==> config.mk <==
export PLATFORM = sky130hd
export DESIGN_NAME = event_counter_bank_pmu
export DESIGN_NICKNAME = d
export VERILOG_FILES = /design/src/rtl/ecb_pmu_pkg.sv /design/src/rtl/ecb_pmu_front.sv /design/src/rtl/ecb_pmu_queue.sv /design/src/rtl/ecb_pmu_back.sv /design/src/rtl/event_counter_bank_pmu.sv
export SDC_FILE = /design/constraint.sdc
export NUM_CORES = 1
export LEC_CHECK = 0
export BUFFER_PORTS_ARGS = -buffer_cell sky130_fd_sc_hd__buf_2
export CORE_MARGIN = 1.5
export CORE_UTILIZATION = 40
export CTS_BUF_LIST = sky130_fd_sc_hd__clkbuf_4 sky130_fd_sc_hd__clkbuf_8
export DETAILED_ROUTE_END_ITERATION = 16
export PLACE_DENSITY = 0.6
export SLEW_MARGIN = 20
export SYNTH_ARGS = -nofsm -noshare
export SYNTH_HDL_FRONTEND = slang
export SYNTH_SLANG_ARGS = --single-unit
==> constraint.sdc <==
create_clock -name clk -period 3.2 [get_ports clk]
set_input_delay 0.16 -clock clk [delete_from_list [all_inputs] [get_ports clk]]
set_output_delay 0.16 -clock clk [all_outputs]
set_load 0.005 [all_outputs]
==> src/rtl/ecb_pmu_pkg.sv <==
`timescale 1ns / 1ps
// Shared types and constants for the event counter bank PMU.
// No dependencies; imported by every module of the block.

package ecb_pmu_pkg;

  // Request command codes as they arrive on the input channel
  typedef enum logic [1:0] {
    CMD_WRITE = 2'd0,
    CMD_READ  = 2'd1,
    CMD_TICK  = 2'd2,
    CMD_NONE  = 2'd3
  } cmd_t;

  // Register map
  typedef enum logic [3:0] {
    REG_CONTROL  = 4'd0,
    REG_ENSET    = 4'd1,
    REG_ENCLR    = 4'd2,
    REG_INTSET   = 4'd3,
    REG_INTCLR   = 4'd4,
    REG_OVERFLOW = 4'd5,
    REG_SELECT   = 4'd6,
    REG_EVTYPE   = 4'd7,
    REG_EVCOUNT  = 4'd8,
    REG_CYCLES   = 4'd9
  } reg_t;

  // Classified operation handed from the front end to the back end
  typedef enum logic [2:0] {
    OP_NOP   = 3'd0,
    OP_TICK  = 3'd1,
    OP_WRITE = 3'd2,
    OP_READ  = 3'd3,
    OP_BAD   = 3'd4
  } op_kind_t;

  // data carries write_data on register accesses, the event vector on ticks
  typedef struct packed {
    op_kind_t    kind;
    reg_t        addr;
    logic [31:0] data;
  } op_t;

  localparam int unsigned QUEUE_DEPTH  = 2;
  localparam int unsigned CYCLE_BIT    = 31;
  localparam int unsigned PMCR_N_SHIFT = 11;
  localparam int unsigned EVENT_W      = 30;
  localparam logic [7:0]  MAX_EVENT    = 8'h1D;

endpackage

==> src/rtl/ecb_pmu_front.sv <==
`timescale 1ns / 1ps
// Front end: accepts requests and classifies them into operations.
// Depends on ecb_pmu_pkg.

module ecb_pmu_front
  import ecb_pmu_pkg::*;
(
  input  logic                 in_valid,
  output logic                 in_stall,
  input  logic [1:0]           command,
  input  logic [3:0]           reg_addr,
  input  logic [31:0]          write_data,
  input  logic [EVENT_W-1:0]   event_vector,
  input  logic                 queue_full,
  output logic                 push,
  output op_t                  push_op
);

  assign in_stall = queue_full;
  assign push     = in_valid && !queue_full;

  always_comb begin
    push_op.kind = OP_NOP;
    push_op.addr = REG_CONTROL;
    push_op.data = write_data;
    unique case (cmd_t'(command)) inside
      CMD_WRITE, CMD_READ: begin
        if (reg_addr <= REG_CYCLES) begin
          push_op.kind = (cmd_t'(command) == CMD_WRITE) ? OP_WRITE : OP_READ;
          push_op.addr = reg_t'(reg_addr);
        end else begin
          push_op.kind = OP_BAD;
        end
      end
      CMD_TICK: begin
        push_op.kind = OP_TICK;
        push_op.data = {{(32 - EVENT_W){1'b0}}, event_vector};
      end
      default: begin
        push_op.kind = OP_NOP;
      end
    endcase
  end

endmodule

==> src/rtl/ecb_pmu_queue.sv <==
`timescale 1ns / 1ps
// Short operation queue between the front and back ends.
// Depends on ecb_pmu_pkg (op_t, QUEUE_DEPTH).

module ecb_pmu_queue
  import ecb_pmu_pkg::*;
(
  input  logic clk,
  input  logic rst,
  input  logic push,
  input  op_t  push_op,
  input  logic pop,
  output op_t  head_op,
  output logic not_empty,
  output logic full
);

  localparam int PtrW = (QUEUE_DEPTH > 1) ? $clog2(QUEUE_DEPTH) : 1;
  localparam int CntW = $clog2(QUEUE_DEPTH + 1);

  op_t             entries [QUEUE_DEPTH];
  logic [PtrW-1:0] wr_ptr;
  logic [PtrW-1:0] rd_ptr;
  logic [CntW-1:0] count;

  assign head_op   = entries[rd_ptr];
  assign not_empty = (count != '0);
  assign full      = (count == CntW'(QUEUE_DEPTH));

  always_ff @(posedge clk) begin
    if (push) begin
      entries[wr_ptr] <= push_op;
    end
  end

  always_ff @(posedge clk) begin
    if (rst) begin
      wr_ptr <= '0;
      rd_ptr <= '0;
      count  <= '0;
    end else begin
      if (push) begin
        wr_ptr <= (wr_ptr == PtrW'(QUEUE_DEPTH - 1)) ? '0 : wr_ptr + PtrW'(1);
      end
      if (pop) begin
        rd_ptr <= (rd_ptr == PtrW'(QUEUE_DEPTH - 1)) ? '0 : rd_ptr + PtrW'(1);
      end
      if (push && !pop) begin
        count <= count + CntW'(1);
      end else if (pop && !push) begin
        count <= count - CntW'(1);
      end
    end
  end

  a_count_bound: assert property (@(posedge clk) disable iff (rst)
    count <= CntW'(QUEUE_DEPTH))
    else $error("queue count beyond depth");

  a_no_pop_empty: assert property (@(posedge clk) disable iff (rst)
    pop |-> count != '0)
    else $error("pop from empty queue");

  a_push_grows: assert property (@(posedge clk) disable iff (rst)
    push && !pop |=> count == $past(count) + CntW'(1))
    else $error("push did not grow queue");

endmodule

==> src/rtl/ecb_pmu_back.sv <==
`timescale 1ns / 1ps
// Back end: PMU register state, counter updates and the result register.
// Depends on ecb_pmu_pkg.

module ecb_pmu_back
  import ecb_pmu_pkg::*;
#(
  parameter int NUM_COUNTERS = 4
) (
  input  logic        clk,
  input  logic        rst,
  input  logic        op_valid,
  input  op_t         op,
  output logic        pop,
  output logic        out_valid,
  input  logic        out_stall,
  output logic [31:0] read_data,
  output logic        irq,
  output logic        access_error
);

  localparam int          IdxW      = (NUM_COUNTERS > 1) ? $clog2(NUM_COUNTERS) : 1;
  localparam logic [5:0]  SelLimit  = 6'(NUM_COUNTERS);
  localparam logic [31:0] CtrlNBits = 32'(NUM_COUNTERS % 32) << PMCR_N_SHIFT;

  logic                    unit_enable, unit_enable_next;
  logic [NUM_COUNTERS-1:0] cnt_en, cnt_en_next;
  logic                    cyc_en, cyc_en_next;
  logic [NUM_COUNTERS-1:0] irq_en, irq_en_next;
  logic                    irq_cyc_en, irq_cyc_en_next;
  logic [NUM_COUNTERS-1:0] ovf, ovf_next;
  logic                    ovf_cyc, ovf_cyc_next;
  logic [4:0]              selected_counter, selected_counter_next;
  logic [7:0]              event_types [NUM_COUNTERS];
  logic [7:0]              event_types_next [NUM_COUNTERS];
  logic [31:0]             event_counts [NUM_COUNTERS];
  logic [31:0]             event_counts_next [NUM_COUNTERS];
  logic [31:0]             cycle_count, cycle_count_next;

  logic            sel_ok;
  logic [IdxW-1:0] sel_idx;
  logic [31:0]     rd;
  logic            err;
  logic            irq_next;

  assign pop     = op_valid && (!out_valid || !out_stall);
  assign sel_ok  = {1'b0, selected_counter} < SelLimit;
  assign sel_idx = selected_counter[IdxW-1:0];

  always_comb begin
    unit_enable_next      = unit_enable;
    cnt_en_next           = cnt_en;
    cyc_en_next           = cyc_en;
    irq_en_next           = irq_en;
    irq_cyc_en_next       = irq_cyc_en;
    ovf_next              = ovf;
    ovf_cyc_next          = ovf_cyc;
    selected_counter_next = selected_counter;
    event_types_next      = event_types;
    event_counts_next     = event_counts;
    cycle_count_next      = cycle_count;
    rd                    = '0;
    err                   = 1'b0;

    if (pop) begin
      unique case (op.kind)
        OP_TICK: begin
          if (unit_enable) begin
            if (cyc_en) begin
              cycle_count_next = cycle_count + 32'd1;
              if (cycle_count == '1) begin
                ovf_cyc_next = 1'b1;
              end
            end
            for (int i = 0; i < NUM_COUNTERS; i++) begin
              if (cnt_en[i] && event_types[i] <= MAX_EVENT &&
                  op.data[event_types[i][4:0]]) begin
                event_counts_next[i] = event_counts[i] + 32'd1;
                if (event_counts[i] == '1) begin
                  ovf_next[i] = 1'b1;
                end
              end
            end
          end
        end
        OP_WRITE: begin
          unique case (op.addr)
            REG_CONTROL: begin
              unit_enable_next = op.data[0];
              if (op.data[1]) begin
                for (int i = 0; i < NUM_COUNTERS; i++) begin
                  event_counts_next[i] = '0;
                end
              end
              if (op.data[2]) begin
                cycle_count_next = '0;
              end
            end
            REG_ENSET: begin
              cnt_en_next = cnt_en | op.data[NUM_COUNTERS-1:0];
              cyc_en_next = cyc_en | op.data[CYCLE_BIT];
            end
            REG_ENCLR: begin
              cnt_en_next = cnt_en & ~op.data[NUM_COUNTERS-1:0];
              cyc_en_next = cyc_en & ~op.data[CYCLE_BIT];
            end
            REG_INTSET: begin
              irq_en_next     = irq_en | op.data[NUM_COUNTERS-1:0];
              irq_cyc_en_next = irq_cyc_en | op.data[CYCLE_BIT];
            end
            REG_INTCLR: begin
              irq_en_next     = irq_en & ~op.data[NUM_COUNTERS-1:0];
              irq_cyc_en_next = irq_cyc_en & ~op.data[CYCLE_BIT];
            end
            REG_OVERFLOW: begin
              ovf_next     = ovf & ~op.data[NUM_COUNTERS-1:0];
              ovf_cyc_next = ovf_cyc & ~op.data[CYCLE_BIT];
            end
            REG_SELECT: begin
              selected_counter_next = op.data[4:0];
            end
            REG_EVTYPE: begin
              if (sel_ok) event_types_next[sel_idx] = op.data[7:0];
              else        err = 1'b1;
            end
            REG_EVCOUNT: begin
              if (sel_ok) event_counts_next[sel_idx] = op.data;
              else        err = 1'b1;
            end
            REG_CYCLES: begin
              cycle_count_next = op.data;
            end
            default: begin
              err = 1'b1;
            end
          endcase
        end
        OP_READ: begin
          unique case (op.addr) inside
            REG_CONTROL: begin
              rd    = CtrlNBits;
              rd[0] = unit_enable;
            end
            REG_ENSET, REG_ENCLR: begin
              rd            = 32'(cnt_en);
              rd[CYCLE_BIT] = cyc_en;
            end
            REG_INTSET, REG_INTCLR: begin
              rd            = 32'(irq_en);
              rd[CYCLE_BIT] = irq_cyc_en;
            end
            REG_OVERFLOW: begin
              rd            = 32'(ovf);
              rd[CYCLE_BIT] = ovf_cyc;
            end
            REG_SELECT: begin
              rd = 32'(selected_counter);
            end
            REG_EVTYPE: begin
              if (sel_ok) rd = 32'(event_types[sel_idx]);
              else        err = 1'b1;
            end
            REG_EVCOUNT: begin
              if (sel_ok) rd = event_counts[sel_idx];
              else        err = 1'b1;
            end
            REG_CYCLES: begin
              rd = cycle_count;
            end
            default: begin
              err = 1'b1;
            end
          endcase
        end
        OP_BAD: begin
          err = 1'b1;
        end
        default: begin
        end
      endcase
    end
  end

  assign irq_next = (|(ovf_next & irq_en_next)) | (ovf_cyc_next & irq_cyc_en_next);

  always_ff @(posedge clk) begin
    if (rst) begin
      unit_enable      <= 1'b0;
      cnt_en           <= '0;
      cyc_en           <= 1'b0;
      irq_en           <= '0;
      irq_cyc_en       <= 1'b0;
      ovf              <= '0;
      ovf_cyc          <= 1'b0;
      selected_counter <= '0;
      cycle_count      <= '0;
      for (int i = 0; i < NUM_COUNTERS; i++) begin
        event_types[i]  <= '0;
        event_counts[i] <= '0;
      end
    end else begin
      unit_enable      <= unit_enable_next;
      cnt_en           <= cnt_en_next;
      cyc_en           <= cyc_en_next;
      irq_en           <= irq_en_next;
      irq_cyc_en       <= irq_cyc_en_next;
      ovf              <= ovf_next;
      ovf_cyc          <= ovf_cyc_next;
      selected_counter <= selected_counter_next;
      cycle_count      <= cycle_count_next;
      event_types      <= event_types_next;
      event_counts     <= event_counts_next;
    end
  end

  // Result register
  always_ff @(posedge clk) begin
    if (rst) begin
      out_valid <= 1'b0;
    end else if (pop) begin
      out_valid <= 1'b1;
    end else if (!out_stall) begin
      out_valid <= 1'b0;
    end
  end

  always_ff @(posedge clk) begin
    if (pop) begin
      read_data    <= rd;
      irq          <= irq_next;
      access_error <= err;
    end
  end

  a_err_reads_zero: assert property (@(posedge clk) disable iff (rst)
    out_valid && access_error |-> read_data == '0)
    else $error("errored access returned nonzero data");

  a_pop_gives_result: assert property (@(posedge clk) disable iff (rst)
    pop |=> out_valid)
    else $error("executed operation produced no result");

  a_disabled_tick_holds: assert property (@(posedge clk) disable iff (rst)
    pop && op.kind == OP_TICK && !unit_enable |=> $stable(cycle_count))
    else $error("cycle counter moved while unit disabled");

endmodule

==> src/rtl/event_counter_bank_pmu.sv <==
`timescale 1ns / 1ps
// Performance monitor unit: event counter bank plus cycle counter.
// Depends on ecb_pmu_pkg, ecb_pmu_front, ecb_pmu_queue, ecb_pmu_back.

// Each request is a register write, a register read or an event tick, and
// each gives exactly one result (read_data, irq, access_error) in request
// order. While the output is not stalled the block sustains one request per
// clock: the front end classifies a request combinationally into a two-entry
// queue, and the back end takes one operation per cycle from the queue,
// updates all counters in parallel and loads the result register. An
// accepted request is written into the queue, and the result register loads
// when the back end pops it. A stalled output fills the queue, and in_stall
// rises only once both queue entries are held. Masks use bit i for event
// counter i and bit 31 for the cycle counter; irq reflects state after the
// request that produced it. Unknown addresses and evtype/evcount access
// with the selector beyond the bank flag access_error and change nothing.

module event_counter_bank_pmu
  import ecb_pmu_pkg::*;
#(
  parameter int NUM_COUNTERS = 4
) (
  input  logic               clk,
  input  logic               rst,
  input  logic               in_valid,
  output logic               in_stall,
  input  logic [1:0]         command,
  input  logic [3:0]         reg_addr,
  input  logic [31:0]        write_data,
  input  logic [EVENT_W-1:0] event_vector,
  output logic               out_valid,
  input  logic               out_stall,
  output logic [31:0]        read_data,
  output logic               irq,
  output logic               access_error
);

  logic push;
  op_t  push_op;
  logic pop;
  op_t  head_op;
  logic not_empty;
  logic full;

  ecb_pmu_front u_front (
    .in_valid     (in_valid),
    .in_stall     (in_stall),
    .command      (command),
    .reg_addr     (reg_addr),
    .write_data   (write_data),
    .event_vector (event_vector),
    .queue_full   (full),
    .push         (push),
    .push_op      (push_op)
  );

  ecb_pmu_queue u_queue (
    .clk       (clk),
    .rst       (rst),
    .push      (push),
    .push_op   (push_op),
    .pop       (pop),
    .head_op   (head_op),
    .not_empty (not_empty),
    .full      (full)
  );

  ecb_pmu_back #(
    .NUM_COUNTERS (NUM_COUNTERS)
  ) u_back (
    .clk          (clk),
    .rst          (rst),
    .op_valid     (not_empty),
    .op           (head_op),
    .pop          (pop),
    .out_valid    (out_valid),
    .out_stall    (out_stall),
    .read_data    (read_data),
    .irq          (irq),
    .access_error (access_error)
  );

endmodule

======== After elaboration in Yosys (flattened, before gate mapping) ========
Memories as Yosys holds them, arrays and structs flattened. A register that Yosys moved wholly into a read port is not among the register bits.
Index checks and enable logic that the tools add are counted.
operators by class
  reduce and logical (&&, ||, !) cells .... 41
  bitwise operators ....................... 16
  magnitude comparators ................... 12
  multiplexer cells ....................... 82
  add/sub/neg operators ................... 9
  equality and inequality tests ........... 33
operators by type and width
  operator               count
  $pmux 128 s2           2
  $mux 128               3
  $mux 32                12
  $pmux 32 s8            1
  $add 32x1->32 const B  5
  $eq 32x32->1 const B   5
  $bwmux 128             1
  $pmux 32 s2            2
  $bmux 32 s2            1
  $demux 32 s2           1
  $bwmux 32              1
  $le 8x5->1 const B     4
  $mux 8                 4
  $mux 1                 29
  $mux 4                 7
  $reduce_and 7->1       4
  $lt 5x6->1 const B     4
  $pmux 4 s2             3
  $bmux 1 s5             4
  $and 4x4->4            4
  $bmux 8 s2             1
  $demux 8 s2            1
  $eq 4x3->1 const B     4
  $ne 2x1->1 const B     7
  39 further kinds       83
word-level totals
  bits in writable memories ............... 78
  register bits after elaboration ......... 252
  word-level logic and storage cells ...... 218
  bits of input ports ..................... 72
  output and inout port bits .............. 36
  memories ................................ 1
memories
  memory           depth  width  read ports  clocked after memory_dff  write ports  line                 text
  u_queue.entries  2      39     1           1                         1            ecb_pmu_queue.sv:21  op_t entries [QUEUE_DEPTH];

======== Longest topological paths before layout ========
Gate-level depths: netlist (run 1).
  depth in word-level cells ............... 10
  mapped depth ............................ 14
  mapped depth without buffers ............ 9

======== Hierarchy ========
A second synthesis (run 1) with hierarchy kept.
unflattened totals
  cells, all modules ...................... 2202
  area total of the unflattened synthesis .. 19890.3 um^2
modules (own cells, without submodules)
  module         area each (um^2)  cells each  seq. area each (um^2)  instances
  ecb_pmu_back   16253.1           2009        5305.1                 1
  ecb_pmu_queue  3020.4            143         2442.3                 1
  ecb_pmu_front  616.8             50          0.0                    1

======== Least setup slack after synthesis (run 1) ========
Ideal clock, no wire load.
  path type ............................... register to register
  start point ............................. register u_queue.count[0]
  end point ............................... register u_back.event_counts[106] in the netlist's numbering
  cell stages (with the launch flop) ...... 11
  path slack .............................. 0.243 ns
  clock period less this slack ............ 2.957 ns
  arrival time ............................ 2.825 ns
  path buffers ............................ 2
  data required time ...................... 3.068 ns
  setup time .............................. 0.132 ns
  path through ............................ dfxtp_1 -> o21ai_0 -> inv_2 -> o21ai_0 -> a211o_1 -> a22o_1 -> or3_1 -> buf_2 -> buf_2 -> a221oi_1 -> nor3_1
between the ends
  longest elaborated chain between the ends .. 3
ends and longest elaborated chain
  element                            line                          text
  start: declaration                 ecb_pmu_queue.sv:24           logic [CntW-1:0] count;
  start signal: assignment           ecb_pmu_queue.sv:49           count <= count + CntW'(1);
  start signal: assignment           ecb_pmu_queue.sv:51           count <= count - CntW'(1);
  $reduce_bool 2->1                  ecb_pmu_queue.sv:27           assign not_empty = (count != '0);
  $logic_and 1x1->1                  ecb_pmu_back.sv:46            assign pop = op_valid && (!out_valid || !out_stall);
  named net pop                      event_counter_bank_pmu.sv:40  logic pop;
  $reduce_and 7->1 (no source line)  --
  end signal: assignment             ecb_pmu_back.sv:212           event_counts <= event_counts_next;
  end: declaration                   ecb_pmu_back.sv:36            logic [31:0] event_counts [NUM_COUNTERS];
The timed path passes the listed nets, and every way through them passes these cells.
A chain may end at the register's enable or synchronous reset.

==> results of run 1 <==
==> worst paths after layout <==
check,cells past startpoint,start,slack (ns),endpoint
max,10,register,0.09,u_back.event_counts[114]
min,3,rst,0.08,u_back.ovf_cyc
max reg2reg,10,register,0.09,u_back.event_counts[114]
min reg2reg,2,u_back.out_valid,0.48,u_back.out_valid
==> report_power, final <==
group / internal (uW) / switching, uW / total [uW] / leakage, uW
clock: 2560 / 2000 / 4560 / 0.000722
combinational: 1800 / 3160 / 4960 / 0.00472
sequential: 4840 / 258 / 5090 / 0.00284
total: 9190 / 5420 / 14600 / 0.00828
==> through the flow <==
stage	setup slack (ns)	power [uW]
after floorplan	0.2432	7678
after global placement	0.05751	9793
after detailed placement	0.05295	9850
after CTS	0.03437	14480
after global routing	0.001595	15120
final	0.08920	14610
==> cells in the mapped netlist (all sizes together) (8+ instances only) <==
master | n | area share
and2 | 17 | 0.0052
a211oi | 67 | 0.026
mux2i | 36 | 0.018
nor3b | 12 | 0.0047
nor2 | 248 | 0.046
nand3 | 92 | 0.023
o21ai | 121 | 0.030
o22ai | 33 | 0.010
a221oi | 18 | 0.0078
xor2 | 21 | 0.0090
nor2b | 12 | 0.0037
or2 | 13 | 0.0040
a22oi | 59 | 0.022
nor3 | 99 | 0.025
xnor2 | 21 | 0.0090
o211ai | 8 | 0.0030
nand2 | 139 | 0.026
nor4b | 8 | 0.0044
a21oi | 195 | 0.048
nand2b | 15 | 0.0046
inv | 26 | 0.0048
mux2 | 53 | 0.030
a31oi | 61 | 0.019
o31ai | 27 | 0.011
a21o | 9 | 0.0033
o32ai | 15 | 0.0068
nor4 | 18 | 0.0055
clkbuf | 128 | 0.024
and4 | 9 | 0.0039
a311oi | 10 | 0.0043
nand4 | 30 | 0.0092
mux4 | 75 | 0.083
and3 | 23 | 0.0071
or4 | 9 | 0.0033
dfxtp | 219 | 0.22
edfxtp | 112 | 0.17
or3 | 17 | 0.0052
a22o | 9 | 0.0039
o221a | 10 | 0.0055
buf | 47 | 0.015
==> cell families (layout without fill, tap and decap cells) <==
logic type      count (synthesis)  in the layout  share of synthesized area
simple gates                  778            778                     0.1873
compound gates                719            719                     0.2356
flops                         331            331                     0.3810
buf+inv                       203            504                    0.04394
mux                           164            164                     0.1303
xor+xnor                       42             42                    0.01809
fa+ha+maj                       6              6                   0.003692
other cells                     0              1                          0
==> worst register-to-register path: stages (launching register included) <==
cell     delay, ns
dfxtp_4       0.46
buf_4         0.20
mux4_2        0.49
mux4_2        0.52
nor2b_1       0.18
o32ai_2       0.31
buf_4         0.20
a21o_1        0.19
buf_12        0.16
nor2_1        0.06
o221a_2       0.25
==> sequential cells by signal, summed over array words and instances (netlist names), named ones only <==
| name | flops |
|---|---|
| u_back.event_counts | 128 |
| u_back.event_types | 32 |
| u_queue.count | 2 |
| u_back.irq | 1 |
| u_back.read_data | 32 |
| u_back.cycle_count | 32 |
| u_back.selected_counter | 5 |
| u_back.access_error | 1 |
| u_back.irq_en | 4 |
| u_back.ovf | 4 |
| u_back.unit_enable | 1 |
| u_back.irq_cyc_en | 1 |
| u_queue.rd_ptr | 1 |
| u_back.out_valid | 1 |
| u_queue.wr_ptr | 1 |
| u_back.ovf_cyc | 1 |
| u_queue.entries | 78 |
==> area by class of cell <==
class / count / area (um2)
clock inverter: 17 / 122.6
multi-input combinational: 1709 / 11780
tap: 672 / 840.8
clock buffer: 103 / 1242
inverter: 28 / 105.1
antenna: 1 / 2.502
fill: 4637 / 25440
sequential: 331 / 7754
timing repair buffer: 356 / 2878
==> per-layer routing <==
| metal | wire (um) | vias up | GRT usage |
|---|---|---|---|
| li1 | - | 9224 | - |
| met1 | 34290 | 10150 | 0.4320 |
| met2 | 36500 | 1293 | 0.4736 |
| met3 | 9192 | 236 | 0.07535 |
| met4 | 4655 | 0 | 0.1618 |
| met5 | 0 | - | 0 |
==> repair_timing <==
| item | 4_1_cts | 5_1_grt |
|---|---|---|
| hold endpoints to repair | 80 | 0 |
| hold buffers | 72 | 0 |
| setup buffers | 0 | 5 |
| resized for setup | 0 | 13 |
| setup endpoints to repair | 0 | 79 |
==> results.json, run 1 <==
{
  "status": "finished clean",
  "ant_nets": 0,
  "clkSinkCount": 331,
  "numCtsBuffers": 66,
  "dp_hpwl_um": 61510,
  "place_area_mm2": 0.02254,
  "setup_viol_count_final": 0,
  "slowest_delay_ns": 0.52,
  "cp.buffers_inverters": 3,
  "cts.path.max_buffers": 3,
  "place_congestion": 1.030,
  "fin_cells": 3217,
  "ys_ff_latch": 331,
  "fin_crit_sh": 0.9721,
  "arrival_ns": 3.65,
  "powerDensity_mw_per_mm2": 590.8,
  "final.min_clock_period_ns": 3.111,
  "numPortBuffers": 107,
  "drt_iter0_markers": 3182,
  "seq_area_frac_synth": 0.3810,
  "slowest_stage": "mux4_2",
  "syn_inst": 2243,
  "hold_path_class": "input port to register",
  "first_global_vias": 19510,
  "cellLeakagePower_uw": 0.008278,
  "synth_async_sr_flop_share": 0,
  "route.detailed.drc": 0,
  "synth_area_mm2": 0.02033,
  "cts_tree": "yes",
  "skew_ns": 0.03657,
  "start_util": 0.4053,
  "antenna_found_initial": 0,
  "critPathMaxFanout": 13,
  "vias_per_cell": 6.498,
  "peakVddDrop_v": 0.0006311,
  "synth_edf_count": 112,
  "synth_fp_nets": 2321,
  "fin_util": 0.4928,
  "fin_area_mm2": 0.02473,
  "slew_viol_final": 0,
  "endpoint_kind": "register",
  "cts_root_buffer": "clkbuf_8",
  "rows": 82,
  "clock_latency_ns": 0.66,
  "layout_common_cells": "nor2_1 (243), dfxtp_1 (216), a21oi_1 (193)",
  "tightest_slew_ns": 0.9522,
  "final_common_cell": "nor2_1",
  "rsz0062_at_grt": "no",
  "num_vias": 20910,
  "critical_path_required_ns": 3.74,
  "ioPinCount": 108,
  "firstDrtPassIters": 6,
  "drive_gt1_frac": 0.2335,
  "finalNetCount": 2570,
  "path_class": "register to register",
  "ys_warn_count": 0,
  "finalHoldViolations": 0,
  "dp.cells": 3019,
  "grt_pass1_wl_um": 126400,
  "fin_setup_tns_ns": 0,
  "start_kind": "register",
  "grt_overflow": 0,
  "crit_chain": "buf_4, mux4_2, mux4_2, nor2b_1, o32ai_2, buf_4, a21o_1, buf_12, nor2_1, o221a_2",
  "cap_violations": 0,
  "synth.distinct_cells": 95,
  "clk_pin_slew_worst_paths_ns": 0.06,
  "wl_per_cell_um": 26.31,
  "routed_wl_um": 84640,
  "max_freq_ghz": 0.3215,
  "cp_top_family": "multiplexers",
  "core_area_mm2": 0.05017,
  "grt_max_degree": 138,
  "syn2layout_area_growth_pct": 21.60,
  "syn_area_per_cell_um2": 9.065,
  "ys.flop_type": "dfxtp_1",
  "worst_hold_slack_ns": 0.07502,
  "grt_usage": 0.3188,
  "h-tree-depth": 3,
  "die-area_mm2": 0.05219,
  "die-height_um": 228.5,
  "die_w_um": 228.5,
  "slew_headroom": 0.3652
}
No activity file was read; power rests on OpenSTA's default activity.
==> inputs of run 2 (changes only) <==
--- a/config.mk
+++ b/config.mk
@@ -11,6 +11,7 @@
 export CTS_BUF_LIST = sky130_fd_sc_hd__clkbuf_4 sky130_fd_sc_hd__clkbuf_8
 export DETAILED_ROUTE_END_ITERATION = 16
 export PLACE_DENSITY = 0.6
+export REMOVE_ABC_BUFFERS = 1
 export SLEW_MARGIN = 20
 export SYNTH_ARGS = -nofsm -noshare
 export SYNTH_HDL_FRONTEND = slang
==> results.json, run 2 (synthesis results as in run 1) <==
{
  "status": "finished clean",
  "skew_ns": 0.02186,
  "grt_usage": 0.3100,
  "final.min_clock_period_ns": 3.168,
  "crit_chain": "buf_4, buf_4, mux2i_1, buf_4, mux4_2, nand2b_1, a21oi_4, o31a_1, buf_4, o311ai_0, o41ai_1",
  "dp_hpwl_um": 60130,
  "endpoint_kind": "register",
  "fin_setup_tns_ns": 0,
  "drive_gt1_frac": 0.2385,
  "firstDrtPassIters": 8,
  "numPortBuffers": 107,
  "tightest_slew_ns": 1.092,
  "clock_latency_ns": 0.71,
  "fillers": 4731,
  "start_util": 0.4053,
  "top_register": "u_back.event_counts",
  "fin_crit_sh": 0.9902,
  "cts.path.max_buffers": 3,
  "antenna_found_initial": 6,
  "finalNetCount": 2571,
  "route.detailed.drc": 0,
  "place_area_mm2": 0.02257,
  "slew_headroom": 0.2721,
  "cts_tree": "yes",
  "wl_per_cell_um": 25.91,
  "path_class": "register to register",
  "arrival_ns": 3.72,
  "grt_overflow": 0,
  "slowest_stage": "mux4_2",
  "die-area_mm2": 0.05219,
  "place_congestion": 0.9916,
  "reg.largest.list": "u_back.event_counts (128), u_queue.entries (78)",
  "ant_nets": 0,
  "layout_common_cells": "nor2_1 (243), dfxtp_1 (216), a21oi_1 (191)",
  "r2r_slack_ns": 0.03,
  "peakVddDrop_v": 0.0003786,
  "start_kind": "register",
  "path_common_cell": "buf_4",
  "ioPinCount": 108,
  "fin_area_mm2": 0.02495,
  "slowest_delay_ns": 0.49,
  "critPathMaxFanout": 14,
  "final_common_cell": "nor2_1",
  "grt_pass1_wl_um": 124000,
  "rows": 82,
  "hold_path_class": "input port to register",
  "slew_viol_final": 0,
  "drt_iter0_markers": 2520,
  "first_global_vias": 19480,
  "max_freq_ghz": 0.3156,
  "worst_hold_slack_ns": 0.2386,
  "powerDensity_mw_per_mm2": 598.6,
  "cap_violations": 0,
  "routed_wl_um": 83390,
  "num_vias": 20810,
  "setup_viol_count_final": 0,
  "largest_reg_flops": 128,
  "rsz0062_at_grt": "yes",
  "h-tree-depth": 2,
  "die-height_um": 228.5,
  "grt_max_degree": 199,
  "clkSinkCount": 331,
  "critical_path_required_ns": 3.75,
  "core_area_mm2": 0.05017,
  "numCtsBuffers": 60,
  "clk_pin_slew_worst_paths_ns": 0.07,
  "cellLeakagePower_uw": 0.008342,
  "die_w_um": 228.5,
  "vias_per_cell": 6.465,
  "syn2layout_area_growth_pct": 22.72,
  "cts_root_buffer": "clkbuf_8",
  "finalHoldViolations": 0
}
run 2: cell count changes in the layout (fill, tap and decap cells not counted), moves of 6 or more:
cell / delta
clkbuf_4: -18
clkbuf_8: -12
bufinv_16: +11
buf_4: +11
clkinv_1: +6
clkinv_2: +6
run 2: layout make-up:
| class | instances | area (um2) | area share |
|---|---|---|---|
| multi-input cells | 1709 | 11890 | 0.4766 |
| clock buffers | 73 | 942.2 | 0.03776 |
| repair buffers | 363 | 2898 | 0.1161 |
| diodes | 2 | 5.005 | 0.0002006 |
| inverters | 28 | 105.1 | 0.004212 |
| well taps | 672 | 840.8 | 0.03369 |
| clock inverters | 41 | 515.5 | 0.02066 |
| flip-flops and latches | 331 | 7754 | 0.3107 |
run 2: path summary, 6_finish.rpt:
kind                            cells past startpoint        startpoint                 endpoint
worst max-delay path                               11          register  u_back.event_counts[32]
worst max register to register                     11          register  u_back.event_counts[32]
worst min register to register                      2  u_back.out_valid         u_back.out_valid
worst min-delay path                                3               rst    u_back.cycle_count[2]
run 2: power by group:
| group | leakage (uW) | switching [uW] | total [uW] | internal, uW |
|---|---|---|---|---|
| Combinational | 0.00476 | 3040 | 4860 | 1820 |
| Sequential | 0.00284 | 249 | 5080 | 4830 |
| Clock | 0.000742 | 2060 | 4990 | 2940 |
run 2: through the flow:
| stage | utilization | cells | setup WS [ns] | power (uW) |
|---|---|---|---|---|
| after global routing | 0.4973 | 3218 | -0.03315 | 15460 |
| after global placement | 0.4499 | 3025 | -0.04198 | 9649 |
| after floorplan | - | 2068 | -7.212 | 7532 |
| after CTS | 0.4939 | 3211 | -0.03202 | 14770 |
| final | 0.4974 | 3219 | 0.03150 | 14940 |
| after detailed placement | 0.4499 | 3025 | -0.09156 | 9713 |
run 2: worst max-delay path: cells and delay by family (launching register included):
kind	cells	cell delay, ns
AO/OA/AOI/OAI	4	0.98
flip-flops	1	0.47
multiplexers	2	0.60
AND/OR/NAND/NOR	1	0.23
buffers and inverters	4	0.73
run 2: metal layers:
layer / GRT usage / wire length (um) / up-vias
li1: - / - / 9223
met1: 0.4138 / 33390 / 10130
met2: 0.4819 / 37430 / 1244
met3: 0.07086 / 9071 / 215
met4: 0.1310 / 3476 / 4
met5: 0 / 26 / -
run 2: what timing repair did:
action	CTS	global route
pin swaps	0	1
hold endpoints to repair	84	0
resized for setup	7	26
hold buffers	72	0
gates cloned	0	0
setup endpoints to repair	54	113
setup buffers	0	6
